## config.mk

```make
export PLATFORM = sky130hd
export DESIGN_NAME = lic_aff
export DESIGN_NICKNAME = d
export VERILOG_FILES = /design/src/lic_pkg.sv /design/src/lic_aff.sv
export SDC_FILE = /design/constraint.sdc
export NUM_CORES = 2
export LEC_CHECK = 0
export ABC_AREA = 0
export BUFFER_PORTS_ARGS = -buffer_cell sky130_fd_sc_hd__buf_2
export CAP_MARGIN = 15
export CORE_MARGIN = 2
export CORE_UTILIZATION = 35
export CTS_CLUSTER_SIZE = 25
export DETAILED_ROUTE_END_ITERATION = 12
export PLACE_DENSITY = 0.53
export SYNTH_ARGS = -nofsm -noshare
export SYNTH_HDL_FRONTEND = slang
export SYNTH_SLANG_ARGS = --single-unit
export TNS_END_PERCENT = 30
```

## constraint.sdc

```tcl
create_clock -name clk -period 4.95 [get_ports clk]
set_input_delay 0.2475 -clock clk [delete_from_list [all_inputs] [get_ports clk]]
set_output_delay 0.2475 -clock clk [all_outputs]
set_load 0.02 [all_outputs]
```

## src/lic_pkg.sv

```systemverilog
// Shared types, constants and helpers for the line geometry pipeline.
package lic_pkg;

	localparam int FRAC_BITS = 16;
	localparam int DW        = 32;
	localparam int XW        = DW + 1;
	localparam int DIV_STEPS = XW;
	localparam int TOL_W     = 16;

	localparam logic signed [DW-1:0] ONE_Q   = DW'(64'sd1 <<< FRAC_BITS);
	localparam logic signed [DW-1:0] MAX_VAL = {1'b0, {(DW-1){1'b1}}};
	localparam logic signed [DW-1:0] MIN_VAL = {1'b1, {(DW-1){1'b0}}};

	typedef enum logic [1:0] {
		REL_POINT      = 2'd0,
		REL_PARALLEL   = 2'd1,
		REL_COINCIDENT = 2'd2
	} rel_t;

	typedef struct packed {
		logic signed [DW-1:0] v;
		logic                 o;
	} sat_t;

	typedef struct packed {
		logic                 valid;
		logic                 kind;
		logic                 v1;
		logic                 v2;
		logic                 par;
		logic                 gen0;
		logic                 gen1;
		logic                 aff;
		rel_t                 rel;
		logic                 ovf;
		logic signed [DW-1:0] px;
		logic signed [DW-1:0] py;
		logic signed [DW-1:0] rx;
		logic signed [DW-1:0] ry;
		logic signed [DW-1:0] a1;
		logic signed [DW-1:0] a2;
		logic signed [DW-1:0] c1;
		logic signed [DW-1:0] c2;
		logic signed [DW-1:0] pa;
		logic signed [DW-1:0] x;
		logic signed [DW-1:0] y;
	} item_t;

	function automatic sat_t neg_sat(input logic signed [DW-1:0] v);
		sat_t r;
		if (v == MIN_VAL) begin
			r.v = MAX_VAL;
			r.o = 1'b1;
		end else begin
			r.v = -v;
			r.o = 1'b0;
		end
		return r;
	endfunction

	function automatic logic within_tol(input logic signed [XW-1:0] d,
		input logic [TOL_W-1:0] tol);
		logic [XW-1:0] mag;
		mag = d[XW-1] ? XW'(-d) : XW'(d);
		return mag <= XW'(tol);
	endfunction

endpackage

```

## src/lic_aff.sv

```systemverilog
// Two-stage affine unit: saturated -(floor(a*x / 2^FRAC_BITS) + y).
module lic_aff (
	input  logic                          clk,
	input  logic                          arst_n,
	input  logic                          en,
	input  lic_pkg::item_t                tag_i,
	input  logic signed [lic_pkg::DW-1:0] a,
	input  logic signed [lic_pkg::DW-1:0] x,
	input  logic signed [lic_pkg::DW-1:0] y,
	output lic_pkg::item_t                tag_o,
	output logic signed [lic_pkg::DW-1:0] res,
	output logic                          ovf
);
	localparam int DW = lic_pkg::DW;
	localparam int PW = 2 * DW + 2;

	logic signed [2*DW-1:0] prod_s1;
	logic signed [DW-1:0]   y_s1;
	lic_pkg::item_t         tag_s1;
	logic signed [PW-1:0]   sum, nv;
	logic signed [DW-1:0]   r_c;
	logic                   o_c;

	always_ff @(posedge clk) begin
		if (en) begin
			prod_s1 <= a * x;
			y_s1    <= y;
		end
	end

	always_comb begin
		sum = (PW'(prod_s1) >>> lic_pkg::FRAC_BITS) + PW'(y_s1);
		nv  = -sum;
		if (nv[PW-1:DW-1] != {(PW-DW+1){nv[DW-1]}}) begin
			r_c = nv[PW-1] ? lic_pkg::MIN_VAL : lic_pkg::MAX_VAL;
			o_c = 1'b1;
		end else begin
			r_c = nv[DW-1:0];
			o_c = 1'b0;
		end
	end

	always_ff @(posedge clk) begin
		if (en) begin
			res <= r_c;
			ovf <= o_c;
		end
	end

	always_ff @(posedge clk or negedge arst_n) begin
		if (!arst_n) begin
			tag_s1 <= '0;
			tag_o  <= '0;
		end else if (en) begin
			tag_s1 <= tag_i;
			tag_o  <= tag_s1;
		end
	end

endmodule

```

## After elaboration in Yosys (flattened, before gate mapping)

Index checks and enable logic that the tools add are counted.

- Flip-flop bits (word level): 855
- Bits in latches: 0
- Bits in writable memories: 0
- Memory bits (read-only): 0
- Input bits: 462
- Output and inout bits: 396
- Memories kept: 0

- $add $sub $neg: 2
- Multipliers: 1
- Div/mod/pow operators: 0
- Magnitude comparators: 0
- Equal/unequal tests: 1
- Shift operators: 0
- Multiplexer cells: 3
- Bitwise operators: 0
- Reductions and logical operators: 0

Operators by type and width:

| cell | number |
|---|---|
| 49-bit negation with 66-bit output | 1 |
| 32-bit by 32-bit multiplier with 64-bit output | 1 |
| 32-bit two-way mux | 2 |
| 48-bit by 32-bit adder with 49-bit output | 1 |
| 34-bit != test | 1 |
| 1-bit two-way mux | 1 |

## Depth between registers and ports, before layout

- Depth in word-level cells: 4
- Depth in mapped cells: 33
- Gate-level depth less buffers: 32

## Worst setup path after synthesis

Ideal clock, no wire load.

- Path type: in2reg
- Start: input a[31] in the netlist's numbering
- End: register prod_s1[63], data pin
- Setup time: 260 ps
- Arrival: 7734 ps
- Setup slack: -3044 ps
- Stages: 27
- Cell sequence: clkbuf_1 nand2_1 inv_1 fa_1 fa_1 fa_1 fa_1 inv_1 fa_1 inv_1 fa_1 inv_1 fa_1 inv_1 fa_1 ha_1 a21oi_1 nor2b_1 o21ai_0 nand2b_1 a22o_1 a41o_1 o21a_1 a41o_1 or2_2 a21oi_1 xnor2_1

- Cells in the longest elaborated chain, start to end: 1

RTL lines:

| what | line | RTL |
|---|---|---|
| from (decl) | lic_aff.sv:7 | `input logic signed [lic_pkg::DW-1:0] a,` |
| 32-bit by 32-bit multiplier with 64-bit output | lic_aff.sv:26 | `prod_s1 <= a * x;` |
| to (signal assigned) | lic_aff.sv:26 |  |
| to (decl) | lic_aff.sv:17 | `logic signed [2*DW-1:0] prod_s1;` |

Every way passes these cells.
A chain may end at the register's enable or synchronous reset.

## Worst setup path in the final report

- Start: input x[7] in the netlist's numbering
- End: register prod_s1[63], data pin

- Cells in the longest elaborated chain, start to end: 1

RTL lines:

| what | line | RTL |
|---|---|---|
| from (decl) | lic_aff.sv:8 | `input logic signed [lic_pkg::DW-1:0] x,` |
| 32-bit by 32-bit multiplier with 64-bit output | lic_aff.sv:26 |  |

Every way passes these cells.

==> reports/metrics.csv <==
metric,value,unit
status,finished with violations,
failing checks,negative setup slack,
Placed Area,80300,um^2
Worst Skew,0.0436,ns
DRT iter0 DRCs,2809,
first-pass GRT wire length,342,mm
fin nets,9392,
Hold Crit Class,input port to async pin,
minimum clock period after layout,7.13,ns
footprint of the multi-input gates,43600,um^2
routability cong.,0.913,
WP data arrival,7.53,ns
Cells after Synth,5926,
RSZ-0062 raised after global routing,true,
"Reg clk slew, reported paths",0.07,ns
DRC viols,0,
actual slew at the worst max-slew pin,0.964,ns
"Req. time, crit path",5.35,ns
max-slew violations,0,
largest area contributor in the netlist,fa_1,
Sequential Area,21600,um^2
vias,48100,
CTS Sinks,839,
layout cells sized above 1,0.341,
cell with the most instances on the worst path,fa_1,
post-synth top area share,0.313,
GRT Util Overall,0.226,
max-cap violations,0,
WS Path Type,input port to flip-flop,
Post-synth EDFFs,113,
"FF+latch count, synth",839,
PortBufs,857,
vias per inst,4.67,
Worst-Skew Late Latency,0.68,ns
Final WS setup,-2.18,ns
chip height,449,um
largest net degree at the start of global routing,162,
Startpoint Class,input port,
CP Max Fanout,6,
ys flop type,dfrtp_1,
Rows,163,
CTS tree,done,
"antenna viol nets, final",0,
CP max stage cell,fa_2,
die area,201000,um^2
Final Hold Viols,0,
core footprint,197000,um^2
Post-Syn Area per Cell,11.7,um^2
TritonCTS Buffers,86,
Fin Setup TNS,-86.72,ns
WL per Instance,22.0,um
Crit path largest cell delay,0.59,ns
die width,449,um
top post-synthesis cells by area,"fa_1 (31%), dfrtp_1 (26%), mux2_2 (12%), inv_1 (5.7%), ha_1 (5.0%)",
Layout area overhead,30.0,%
TritonRoute pass-1 iters,5,
# fillers,18200,
grt ovf,0,
DP HPWL,191,mm
Syn Nets,7746,
IO Count,858,
post-synthesis sequential area ratio,0.312,
Root Driver,clkbuf_16,
initial antenna violation count,42,
Setup crit end kind,flip-flop,
Final setup viols,80,
period utilization,1.44,
vias in the first global route,52300,
FMAX,0.140,GHz
Initial Util,0.351,
Routed WL,227,mm
mapped cell area,69200,um^2
relative slew slack,0.355,
clk buf depth,3,
Netlist cell types,64,
YS warnings,0,
synth cell count leaders,"fa_1 (1082), inv_1 (1059), dfrtp_1 (726), mux2_2 (726), nand2_1 (549)",
Post-synth ARST share,0.865,
H-tree level count,3,
cell with the most instances after synthesis,fa_1,
post-route cell area,89900,um^2
-- per-stage QoR --
stage / hold WS (ns) / util / setup slack (ns) / std cells
finish: 0.148 / 0.457 / -2.18 / 10300
global route: 0.170 / 0.457 / -2.39 / 10300
CTS: 0.115 / 0.452 / -2.10 / 10300
detailed placement: 0.281 / 0.408 / -3.45 / 9639
global placement: 0.284 / 0.408 / -3.39 / 9639
floorplan: -0.0481 / - / -2.57 / 5926
-- what timing repair did --
action	CTS	global route
endpoints found under the setup margin	80	80
hold endpoints to repair	469	0
buffers inserted	55	35
hold buffers	396	0
pin swaps	170	125
resized for setup	303	197
gates cloned	3	2
-- kinds of logic after synthesis --
group,synth area share
AOI/OAI and AO/OA,0.0251
xor gates and xnor gates,0.0128
buffers and inverters,0.0741
DFF,0.312
and+or+nand+nor,0.0903
adders and majority gates,0.363
muxes,0.123
-- layout make-up --
cell class	instances	area share
multi-input cells	3734	0.485
flip-flops and latches	839	0.240
repair buffers	1850	0.160
inverters	1061	0.0444
well taps	2640	0.0368
clock buffers	111	0.0266
clock inverters	46	0.00720
diodes	22	0.000613
-- worst max-delay path: cells and delay by family --
family / cells / cell delay, ns
xor gates and xnor gates: 1 / 0.08
and+or+nand+nor: 3 / 0.46
adders and majority gates: 9 / 4.33
buffers and inverters: 7 / 0.78
AOI/OAI and AO/OA: 8 / 1.64
-- metal layers --
layer  vias to the layer above  GRT usage  share of wire
met3                       274     0.0296          0.047
met4                        12     0.0800          0.041
met5                         -          0        0.00030
li1                      21600          -              -
met1                     25100      0.286           0.41
met2                      1150      0.395           0.50
-- cell usage in the layout (no fill, tap or decap), drive strengths merged, types with 5 or more instances in the layout --
cell	n
bufinv	10
dfrtp	726
o21ai	46
and3	16
nand4	23
a31oi	13
o21a	10
and2	504
a21o	51
a21oi	89
a211oi	5
mux2i	32
nand2b	16
ha	276
buf	1450
nor3	14
diode	22
dlygate4sd3	396
clkinvlp	11
nor2	74
xnor2	58
o21bai	12
mux2	726
clkinv	24
nand2	549
nor2b	16
xor2	43
clkbuf	115
fa	1082
inv	1062
nand3	17
edfxtp	113
-- flip-flops by register name, indices dropped and copies added (netlist names) --
signal / count
y_s1: 32
tag_o: 363
ovf: 1
tag_s1: 363
prod_s1: 48
res: 32
-- path summary, 6_finish.rpt --
path | start | endpoint | slack, ns | depth (start not counted)
max | x[7] | prod_s1[63] | -2.18 | 28
min | arst_n | tag_o[132] | 0.15 | 2
max reg2reg | y_s1[1] | res[10] | -0.45 | 20
min reg2reg | tag_s1[47] | tag_o[47] | 0.48 | 1
max in group asynchronous | arst_n | tag_s1[121] | 3.43 | 3
min in group clk | en | tag_s1[323] | 0.20 | 2
Power is not shown: default switching activity piles up to over one toggle a cycle in this logic, so the estimate is an artifact.
